`src/design/position_triggered_jet_scheduler_defines.svh`:
```
// Assertion macros for the jet scheduler.
`ifndef POSITION_TRIGGERED_JET_SCHEDULER_DEFINES_SVH
`define POSITION_TRIGGERED_JET_SCHEDULER_DEFINES_SVH

`ifndef ASSERT_OFF
`define PTJS_ASSERT_IMP(name, clk, rst_n, ante, cons, msg) \
	name: assert property (@(posedge clk) disable iff (!rst_n) (ante) |-> (cons)) else $error(msg);
`define PTJS_ASSERT_NXT(name, clk, rst_n, ante, cons, msg) \
	name: assert property (@(posedge clk) disable iff (!rst_n) (ante) |=> (cons)) else $error(msg);
`else
`define PTJS_ASSERT_IMP(name, clk, rst_n, ante, cons, msg)
`define PTJS_ASSERT_NXT(name, clk, rst_n, ante, cons, msg)
`endif

`endif

```
`src/design/ptjs_pkg.sv`:
```
package ptjs_pkg;

	localparam int SLOTS_DEF     = 16;
	localparam int JETS_DEF      = 4;
	localparam int TICK_BITS_DEF = 16;

	localparam int JET_SLOTS = 4;
	localparam int JET_W     = 2;
	localparam int JET_IN_W  = 4;
	localparam int POS_W     = 32;
	localparam int PULSE_W   = 16;
	localparam int CNT_W     = 5;
	localparam int OP_W      = 3;
	localparam int STAT_W    = 2;
	localparam int REG_COUNT = 4;
	localparam int CFG_IDX_W = 3;

	localparam int IN_DATA_W  = 40;
	localparam int OUT_DATA_W = 48;

	typedef enum logic [OP_W-1:0] {
		OP_EDGE  = 3'd0,
		OP_TICK  = 3'd1,
		OP_QUEUE = 3'd2,
		OP_FIRE  = 3'd3,
		OP_ZERO  = 3'd4
	} op_t;

	typedef enum logic [STAT_W-1:0] {
		STAT_OK      = 2'd0,
		STAT_BAD_JET = 2'd1,
		STAT_FULL    = 2'd2
	} status_t;

	// Scan token that walks the slot chain, one cell per cycle.
	typedef struct packed {
		logic                 vld;
		logic                 ins;
		logic [JET_W-1:0]     ins_jet;
		logic [POS_W-1:0]     ins_pos;
		logic [JET_SLOTS-1:0] jet_on;
		logic [JET_SLOTS-1:0] started;
		logic [JET_SLOTS-1:0] fired;
		logic [CNT_W-1:0]     count;
	} tok_t;

endpackage

```
`src/design/ptjs_cell.sv`:
```
module ptjs_cell
	import ptjs_pkg::*;
(
	input  logic             clk,
	input  logic             arst_n,
	input  logic [POS_W-1:0] pos,
	input  tok_t             tok_i,
	output tok_t             tok_o
);

	logic             valid_q;
	logic [JET_W-1:0] jet_q;
	logic [POS_W-1:0] pos_q;

	tok_t             tok_n;
	logic             occ;
	logic             wr;
	logic [JET_W-1:0] sj;
	logic [POS_W-1:0] sp;
	logic             hit;

	// An insert lands in the first cell that was empty when the token arrived,
	// and the new entry is checked against the position in the same step.
	always_comb begin
		tok_n = tok_i;
		occ   = valid_q;
		sj    = jet_q;
		sp    = pos_q;
		wr    = 1'b0;
		if (tok_i.ins && !valid_q) begin
			occ       = 1'b1;
			sj        = tok_i.ins_jet;
			sp        = tok_i.ins_pos;
			tok_n.ins = 1'b0;
			wr        = 1'b1;
		end
		hit = occ && ($signed(pos) >= $signed(sp));
		if (hit) begin
			tok_n.fired[sj] = 1'b1;
			if (!tok_i.jet_on[sj]) begin
				tok_n.jet_on[sj]  = 1'b1;
				tok_n.started[sj] = 1'b1;
			end
			occ = 1'b0;
		end
		if (occ) begin
			tok_n.count = tok_i.count + CNT_W'(1);
		end
	end

	always_ff @(posedge clk or negedge arst_n) begin
		if (!arst_n) begin
			valid_q <= 1'b0;
			tok_o   <= '0;
		end else begin
			tok_o <= tok_n;
			if (tok_i.vld) begin
				valid_q <= occ;
			end
		end
	end

	always_ff @(posedge clk) begin
		if (tok_i.vld && wr) begin
			jet_q <= sj;
			pos_q <= sp;
		end
	end

endmodule

```
`src/design/position_triggered_jet_scheduler.sv`:
```
// From an accepted request, the result passes start_q, the SLOT_COUNT slot cells and ST_HOLD before
// it shows on m_tvalid; ST_HOLD waits while an earlier result is not yet taken. A new request is
// taken only in ST_IDLE. The scan token visits one slot cell per cycle, so the cell chain length sets the rate.
// Reset (arst_n low, asynchronous): all slots empty, position zero, jets off,
// pulse times zero, no result pending.
`include "position_triggered_jet_scheduler_defines.svh"

module position_triggered_jet_scheduler
	import ptjs_pkg::*;
#(
	parameter int SLOT_COUNT = SLOTS_DEF,
	parameter int JET_COUNT  = JETS_DEF,
	parameter int TICK_BITS  = TICK_BITS_DEF
) (
	input  logic                  clk,
	input  logic                  arst_n,
	input  logic                  s_tvalid,
	output logic                  s_tready,
	// op [2:0], jet [6:3], trigger_position [38:7], zero [39]
	input  logic [IN_DATA_W-1:0]  s_tdata,
	output logic                  m_tvalid,
	input  logic                  m_tready,
	// jet_drive [3:0], fired_mask [7:4], position_now [39:8],
	// pending_count [44:40], status [46:45], zero [47]
	output logic [OUT_DATA_W-1:0] m_tdata,
	input  logic                  cfg_we,
	input  logic [CFG_IDX_W-1:0]  cfg_index,
	input  logic [PULSE_W-1:0]    cfg_wdata
);

	localparam logic [32:0] TICK_MAX = (33'd1 << TICK_BITS) - 33'd1;

	typedef enum logic [2:0] {
		ST_IDLE = 3'b001,
		ST_SCAN = 3'b010,
		ST_HOLD = 3'b100
	} state_t;

	state_t state_q;

	logic [PULSE_W-1:0]   pulse_q [JET_SLOTS];
	logic [POS_W-1:0]     enc_q;
	logic [JET_SLOTS-1:0] jet_on_q;
	logic [TICK_BITS-1:0] ticks_q [JET_SLOTS];

	logic                 start_q;
	logic                 ins_q;
	logic [JET_W-1:0]     ijet_q;
	logic [POS_W-1:0]     trig_q;
	logic                 bad_q;

	logic [JET_SLOTS-1:0] res_drive_q;
	logic [JET_SLOTS-1:0] res_fired_q;
	logic [POS_W-1:0]     res_pos_q;
	logic [CNT_W-1:0]     res_count_q;
	status_t              res_status_q;
	logic                 out_valid_q;
	logic [OUT_DATA_W-1:0] out_data_q;

	tok_t tok_chain [SLOT_COUNT+1];

	logic [OP_W-1:0]     in_op;
	logic [JET_IN_W-1:0] in_jet;
	logic [POS_W-1:0]    in_trig;
	logic                accept;
	logic                jet_ok;
	logic                scan_done;
	logic                out_free;

	function automatic logic [TICK_BITS-1:0] pulse_load(input logic [PULSE_W-1:0] p);
		logic [TICK_BITS-1:0] r;
		if (33'(p) > TICK_MAX) begin
			r = TICK_MAX[TICK_BITS-1:0];
		end else begin
			r = TICK_BITS'(p);
		end
		return r;
	endfunction

	assign in_op     = s_tdata[2:0];
	assign in_jet    = s_tdata[6:3];
	assign in_trig   = s_tdata[38:7];
	assign s_tready  = (state_q == ST_IDLE);
	assign accept    = s_tvalid && s_tready;
	assign jet_ok    = (in_jet < JET_IN_W'(JET_COUNT));
	assign scan_done = tok_chain[SLOT_COUNT].vld;
	assign out_free  = !out_valid_q || m_tready;

	assign m_tvalid = out_valid_q;
	assign m_tdata  = out_data_q;

	// Token launched into the first cell in the cycle after the request is accepted.
	always_comb begin
		tok_chain[0].vld     = start_q;
		tok_chain[0].ins     = ins_q;
		tok_chain[0].ins_jet = ijet_q;
		tok_chain[0].ins_pos = trig_q;
		tok_chain[0].jet_on  = jet_on_q;
		tok_chain[0].started = '0;
		tok_chain[0].fired   = '0;
		tok_chain[0].count   = '0;
	end

	for (genvar i = 0; i < SLOT_COUNT; i++) begin : g_cell
		ptjs_cell u_cell (
			.clk   (clk),
			.arst_n(arst_n),
			.pos   (enc_q),
			.tok_i (tok_chain[i]),
			.tok_o (tok_chain[i+1])
		);
	end

	always_ff @(posedge clk or negedge arst_n) begin
		if (!arst_n) begin
			state_q     <= ST_IDLE;
			start_q     <= 1'b0;
			out_valid_q <= 1'b0;
		end else begin
			start_q <= accept;
			if (out_valid_q && m_tready && (state_q != ST_HOLD)) begin
				out_valid_q <= 1'b0;
			end
			case (state_q)
				ST_IDLE: begin
					if (accept) begin
						state_q <= ST_SCAN;
					end
				end
				ST_SCAN: begin
					if (scan_done) begin
						state_q <= ST_HOLD;
					end
				end
				ST_HOLD: begin
					if (out_free) begin
						out_valid_q <= 1'b1;
						state_q     <= ST_IDLE;
					end
				end
				default: begin
					state_q <= ST_IDLE;
				end
			endcase
		end
	end

	// Position, jet timers and pulse registers.
	always_ff @(posedge clk or negedge arst_n) begin
		if (!arst_n) begin
			enc_q    <= '0;
			jet_on_q <= '0;
			for (int j = 0; j < JET_SLOTS; j++) begin
				pulse_q[j] <= '0;
				ticks_q[j] <= '0;
			end
		end else begin
			if (cfg_we && (cfg_index < CFG_IDX_W'(REG_COUNT))) begin
				pulse_q[cfg_index[JET_W-1:0]] <= cfg_wdata;
			end
			if (accept) begin
				case (in_op)
					OP_EDGE: begin
						enc_q <= enc_q + POS_W'(1);
					end
					OP_TICK: begin
						for (int j = 0; j < JET_SLOTS; j++) begin
							if (jet_on_q[j]) begin
								if (ticks_q[j] > TICK_BITS'(1)) begin
									ticks_q[j] <= ticks_q[j] - TICK_BITS'(1);
								end else begin
									ticks_q[j]  <= '0;
									jet_on_q[j] <= 1'b0;
								end
							end
						end
					end
					OP_FIRE: begin
						if (jet_ok) begin
							jet_on_q[in_jet[JET_W-1:0]] <= 1'b1;
							ticks_q[in_jet[JET_W-1:0]]  <=
								pulse_load(pulse_q[in_jet[JET_W-1:0]]);
						end
					end
					OP_ZERO: begin
						enc_q <= '0;
					end
					default: begin
					end
				endcase
			end
			if (scan_done) begin
				jet_on_q <= tok_chain[SLOT_COUNT].jet_on;
				for (int j = 0; j < JET_SLOTS; j++) begin
					if (tok_chain[SLOT_COUNT].started[j]) begin
						ticks_q[j] <= pulse_load(pulse_q[j]);
					end
				end
			end
		end
	end

	always_ff @(posedge clk) begin
		if (accept) begin
			ins_q  <= (in_op == OP_QUEUE) && jet_ok;
			ijet_q <= in_jet[JET_W-1:0];
			trig_q <= in_trig;
			bad_q  <= ((in_op == OP_QUEUE) || (in_op == OP_FIRE)) && !jet_ok;
		end
		if (scan_done) begin
			res_drive_q <= tok_chain[SLOT_COUNT].jet_on;
			res_fired_q <= tok_chain[SLOT_COUNT].fired;
			res_pos_q   <= enc_q;
			res_count_q <= tok_chain[SLOT_COUNT].count;
			// An insert still riding the token found no empty slot.
			if (bad_q) begin
				res_status_q <= STAT_BAD_JET;
			end else if (tok_chain[SLOT_COUNT].ins) begin
				res_status_q <= STAT_FULL;
			end else begin
				res_status_q <= STAT_OK;
			end
		end
		if ((state_q == ST_HOLD) && out_free) begin
			out_data_q <= {1'b0, res_status_q, res_count_q, res_pos_q,
				res_fired_q, res_drive_q};
		end
	end

	`PTJS_ASSERT_IMP(a_token_in_scan, clk, arst_n, scan_done, state_q == ST_SCAN, "token left chain outside scan")
	`PTJS_ASSERT_NXT(a_accept_scans, clk, arst_n, accept, start_q && (state_q == ST_SCAN), "accepted request did not start a scan")
	`PTJS_ASSERT_IMP(a_fired_on, clk, arst_n, out_valid_q, (m_tdata[7:4] & ~m_tdata[3:0]) == 4'b0000, "fired jet not driven")

endmodule
```
`config.mk`:
```
export PLATFORM = sky130hd
export DESIGN_NAME = position_triggered_jet_scheduler
export DESIGN_NICKNAME = d
export VERILOG_FILES = /design/src/design/ptjs_pkg.sv /design/src/design/ptjs_cell.sv /design/src/design/position_triggered_jet_scheduler.sv
export VERILOG_INCLUDE_DIRS = /design/src /design/src/design
export SDC_FILE = /design/constraint.sdc
export NUM_CORES = 2
export LEC_CHECK = 0
export ABC_CLOCK_PERIOD_IN_PS = 3840
export BUFFER_PORTS_ARGS = -buffer_cell sky130_fd_sc_hd__buf_2
export CORE_UTILIZATION = 40
export CTS_CLUSTER_SIZE = 16
export DETAILED_ROUTE_END_ITERATION = 8
export GPL_ROUTABILITY_DRIVEN = 0
export PLACE_DENSITY = 0.63
export SYNTH_ARGS = -nofsm -noshare
export SYNTH_HDL_FRONTEND = slang
export SYNTH_HIERARCHICAL = 1
export SYNTH_SLANG_ARGS = --single-unit
export TNS_END_PERCENT = 10
```
`constraint.sdc`:
```
create_clock -name clk -period 3.84 [get_ports clk]
set_clock_uncertainty 0.05 [all_clocks]
set_input_delay 0 -clock clk [delete_from_list [all_inputs] [get_ports clk]]
set_output_delay 0 -clock clk [all_outputs]
set_load 0.005 [all_outputs]
```
# [Word-level counts from Yosys, hierarchy flattened]
# Index checks and enable logic that the tools add are counted.
# Widths: inputs -> output; s select.
[totals] inputBits=64 reg_bits=1669 out_inout_bits=50
[classes] eq_ne=12 reduce_logical=101 order_cmp=60 addsub=20 n_mux=259 n_bitwise=49
[op_table] op="$ge 32x32->1" n=16
[op_table] op="$mux 32" n=16
[op_table] op="$mux 16" n=19
[op_table] op="$mux 12" n=16
[op_table] op="$mux 64" n=3
[op_table] op="$or 4x4->4" n=47
[op_table] op="$bwmux 64" n=2
[op_table] op="$mux 8" n=16
[op_table] op="$pmux 64 s2" n=1
[op_table] op="$mux 1" n=109
[op_table] op="$logic_and 1x1->1" n=74
[op_table] op="$add 5x1->5 const B" n=14
[op_table] op="$mux 5" n=14
[op_table] op="$demux 16 s2" n=2
[op_table] op="$gt 16x1->1 const B" n=4
[op_table] op="$pmux 32 s2" n=1
[op_table] op="$sub 16x1->16 const B" n=4
[op_table] op="$lt 2x3->1 const B" n=17
[op_table] op="$mux 2" n=18
[op_table] op="$demux 1 s2" n=17
[op_table] op="$ge 2x1->1 const B" n=17
[op_table] op="$add 32x1->32 const B" n=1
[op_table] op="$bmux 1 s2" n=16
[op_table] op="$bmux 16 s2" n=1
[op_table] op="24 further kinds" n=56

# [Depth between registers and ports, before layout]
[depth] ltp_word=13 depth_mapped=14 depth_no_buf=11

# [By module]
# The synthesis kept the hierarchy.
[by_module_without_submodules] mod="ptjs_cell (g_cell[12].u_cell ...)" seq_area_each_um2=2372.3 area_per_inst_um2=3908.7 n_inst=11 cells_per_inst=289
[by_module_without_submodules] mod="position_triggered_jet_scheduler" seq_area_each_um2=8134.1 area_per_inst_um2=14168.6 n_inst=1 cells_per_inst=1234
[by_module_without_submodules] mod="ptjs_cell (g_cell[0].u_cell ...)" seq_area_each_um2=2372.3 area_per_inst_um2=3945.0 n_inst=3 cells_per_inst=296
[by_module_without_submodules] mod="ptjs_cell (g_cell[9].u_cell)" seq_area_each_um2=2372.3 area_per_inst_um2=3956.3 n_inst=1 cells_per_inst=290
[by_module_without_submodules] mod="ptjs_cell (g_cell[6].u_cell)" seq_area_each_um2=2372.3 area_per_inst_um2=3893.7 n_inst=1 cells_per_inst=287

# [Least setup slack after synthesis]
# Ideal clock, no wire load.
[synth_timing] path_kind="flip-flop to flip-flop" startpoint="register g_cell[12].u_cell.valid_q" endpoint="register g_cell[12].u_cell/tok_o[1] in the netlist's numbering" required_ps=3662 path_stages_with_launch=14 setup_slack_ps=136 setup_ps=128 arrival_ps=3526 period_less_slack_ps=3704 cell_sequence="dfrtp_1 -> nand2b_1 -> clkbuf_1 -> clkbuf_1 -> buf_1 -> mux2i_1 -> ha_1 -> a21o_1 -> nand3_1 -> a211oi_1 -> or4_4 -> xnor2_2 -> nor3_2 -> mux2_1"
[synth_rtl] element="start: declaration" line_no="ptjs_cell.sv:11" source="logic valid_q;"
[synth_rtl] element="start signal: assignment" line_no="ptjs_cell.sv:53" source="valid_q <= 1'b0;"
[synth_rtl] element="start signal: assignment" line_no="ptjs_cell.sv:58" source="valid_q <= occ;"
[synth_rtl] element="end signal: assignment" line_no="ptjs_cell.sv:56" source="tok_o <= tok_n;"
[synth_rtl] element="end: declaration" line_no="ptjs_cell.sv:8" source="output tok_t tok_o"

==> out/metrics.yaml <==
outcome: "finished with violations"
violated_checks: "DRC"
worst_setup_path_endpoint: "g_cell[4].u_cell/tok_o[11]"
critical_path.max_fanout: 10
detail_route.first_pass.iterations: 9
cts_buffer_depth: 3
clkSlewWorstSetupHoldPaths_ns: 0.06
number_of_global_route_vias_before_repair: 47646
routed_wire_length_per_instance_um: 18.6
chain_of_cells_forming_the_critical_path: "nand2b_2 > buf_4 > mux2_2 > inv_1 > ha_1 > nor2b_1 > o211ai_1 > and3_1 > o41ai_1 > o41ai_1 > a21oi_2 > buf_4 > a31o_2"
area_growth_syn_to_layout_pct: 16.0
routed-via-count: 46611
critical_path.startpoint_type: "flip-flop"
ys.warnings.count: 6
clock_tree.root_cell: "sky130_fd_sc_hd__clkbuf_16"
proportion_of_layout_cells_with_a_drive_suffix_above_1_pct: 15.8
power.ir.vdd_worst_v: 0.000386
drc: 8
vias_per_cell: 5.20
slew_viol_final: 0
ff2ff_setup_slack_ns: 0.20
slew_headroom_pct: 25.3
antenna_fix_cells: 0
max_capacitance_violation_count: 0
final_hold_viol_count: 0
tightest_slew_ns: 1.12
finalNetCount: 6914
fp.dieArea_mm2: 0.192
cp-startpoint: "g_cell[4].u_cell/valid_q"
postRouteAntennaNets: 0
grt_start_max_net_pins: 96
timing.final.setup_violations: 0
floorplan.initialDensity_pct: 40.4
cts_bufs_inserted: 173
rows: 159
initialDrtViolationCount: 3269
wp_depth: 13
criticalPathCategory: "flip-flop to flip-flop"
hp-class: "input pin to async pin"
timing.final.crit_period_ns: 3.64
post_synth_inst_count: 5844
standby_leakage_power_nw: 39.2
grt_remaining_overflow: 0
die_x_um: 438
dpl.hpwl_mm: 121
core_region_area_mm2: 0.188
count_of_instances_resized_after_the_clock_tree_is_built: 0
post-route-period-util_pct: 94.7
boundaryPins: 114
worst_ep_arrival_time_ns: 4.27
timing.rr.start: "g_cell[4].u_cell/valid_q"
tritoncts: "done"
stdcell_count: 8958
unrepaired_setup_endpoints_after_global_routing: "false"
routed_wl_mm: 166
cts_post_setup_buffers_inserted: 0
numPortBuffers: 111
cp_slowest_stage_delay_ns: 0.62
end_of_the_worst_register_to_register_path: "g_cell[4].u_cell/tok_o[11]"
die_h_um: 438
clock_h_tree_levels: 4
cp_top_family: "compound AO/OA/AOI/OAI gates"
worst_reg_to_reg_path_cell_count: 13
syn_avg_cell_area_um2: 13.0
post-place-cells: 8507
crit_buf_inv: 3
cp_slowest_cell: "sky130_fd_sc_hd__o41ai_1"
post_cts_hold_buffer_count: 126
power-per-cell-area_mw_per_mm2: 530
fmaxAchievable_ghz: 0.275
clock_sinks: 1673
worst_skew_pair.late_latency_ns: 0.80
crit_required_ns: 4.47
critical_path.endpoint_type: "flip-flop"
grt_first_pass_wirelength_mm: 265
grt_usage_pct: 17.3
mappedNetlistArea_mm2: 0.0760
sum_neg_setup_slack_ns: 0
antenna_found_initial: 2
[worst register-to-register path, cell delays in order, from the launching register on]
cell                       delay, ns
sky130_fd_sc_hd__dfrtp_1        0.41
sky130_fd_sc_hd__nand2b_2       0.31
sky130_fd_sc_hd__buf_4          0.25
sky130_fd_sc_hd__mux2_2         0.37
sky130_fd_sc_hd__inv_1          0.06
sky130_fd_sc_hd__ha_1           0.22
sky130_fd_sc_hd__nor2b_1        0.13
sky130_fd_sc_hd__o211ai_1       0.15
sky130_fd_sc_hd__and3_1         0.24
sky130_fd_sc_hd__o41ai_1        0.14
sky130_fd_sc_hd__o41ai_1        0.62
sky130_fd_sc_hd__a21oi_2        0.11
sky130_fd_sc_hd__buf_4          0.20
sky130_fd_sc_hd__a31o_2         0.27
[layer usage]
metal	global-route usage, %	vias to the layer above	part of all wire (%)
met5	0	-	0
met4	5.70	0	2.8
met3	2.92	271	5.0
met2	28.2	1090	46
met1	23.5	23073	46
li1	-	22177	-
[flip-flops by register name (all words and copies together) (netlist names), 2 cells and up]
name / count
jet_on_q: 4
pulse_q: 64
m_tdata: 47
g_cell.u_cell/pos_q: 512
enc_q: 32
res_drive_q: 4
state_q: 3
g_cell.u_cell/tok_o: 814
res_pos_q: 32
res_status_q: 2
g_cell.u_cell/jet_q: 32
trig_q: 32
ijet_q: 2
res_count_q: 5
g_cell.u_cell/valid_q: 16
res_fired_q: 4
ticks_q: 64
[metrics by stage]
stage / util (%) / worst slack (ns) / hold slack (ns) / total power [mW] / area [µm²]
2_1_floorplan: - / 0.136 / -0.346 / 27.6 / 76100
3_3_place_gp: 43.2 / 0.282 / 0.0539 / 30.0 / 81200
3_5_place_dp: 43.2 / 0.192 / 0.0469 / 30.3 / 81200
4_1_cts: 46.8 / 0.171 / 0.0327 / 47.2 / 88100
5_1_grt: 46.8 / 0.0374 / 0.0370 / 49.0 / 88100
6_report: 46.8 / 0.202 / 0.0329 / 46.8 / 88100
[worst min path at each step]
stage	from	to	slack, ns	cells past startpoint
finish	arst_n	g_cell[14].u_cell/tok_o[8]	0.03	3
global placement	arst_n	g_cell[14].u_cell/tok_o[8]	0.05	1
global route	arst_n	g_cell[14].u_cell/tok_o[6]	0.04	3
CTS	arst_n	g_cell[14].u_cell/tok_o[6]	0.03	3
floorplan	arst_n	enc_q[0]	-0.35	0
detailed placement	arst_n	g_cell[14].u_cell/tok_o[6]	0.05	1
[placed cells by master, fill, tap and decap left out, types with 27 or more instances in the layout]
cell type,instances
sky130_fd_sc_hd__xor2_1,89
sky130_fd_sc_hd__clkbuf_1,53
sky130_fd_sc_hd__a21oi_1,310
sky130_fd_sc_hd__xnor2_1,30
sky130_fd_sc_hd__clkbuf_16,180
sky130_fd_sc_hd__clkbuf_8,27
sky130_fd_sc_hd__buf_4,155
sky130_fd_sc_hd__inv_1,606
sky130_fd_sc_hd__o21ai_0,141
sky130_fd_sc_hd__nand4_1,133
sky130_fd_sc_hd__clkinv_2,27
sky130_fd_sc_hd__edfxtp_1,674
sky130_fd_sc_hd__nand2_1,178
sky130_fd_sc_hd__and3_1,30
sky130_fd_sc_hd__nand3b_1,29
sky130_fd_sc_hd__dfrtp_1,997
sky130_fd_sc_hd__mux2_2,208
sky130_fd_sc_hd__a31o_2,46
sky130_fd_sc_hd__nand2b_1,29
sky130_fd_sc_hd__nor2_1,235
sky130_fd_sc_hd__ha_1,537
sky130_fd_sc_hd__nor4_1,50
sky130_fd_sc_hd__mux2i_1,421
sky130_fd_sc_hd__nand3_1,127
sky130_fd_sc_hd__buf_12,39
sky130_fd_sc_hd__dlygate4sd3_1,125
sky130_fd_sc_hd__nor3_1,78
sky130_fd_sc_hd__a31o_1,29
sky130_fd_sc_hd__buf_2,110
sky130_fd_sc_hd__a21o_1,140
[final cells by class]
class / count / area (µm²)
inverters: 607 / 2280
fillers: 16705 / 100000
well taps: 2495 / 3120
clock buffers: 260 / 5070
clock inverters: 65 / 581
repair buffers: 431 / 3790
flip-flops and latches: 1673 / 45200
multi-input cells: 3427 / 28100
[power breakdown]
group	internal [mW]	switching (mW)
registers	21.6	2.34
clock network	9.57	6.96
logic	2.84	3.44
total	34.0	12.7
No activity file was read; power rests on OpenSTA's default activity.
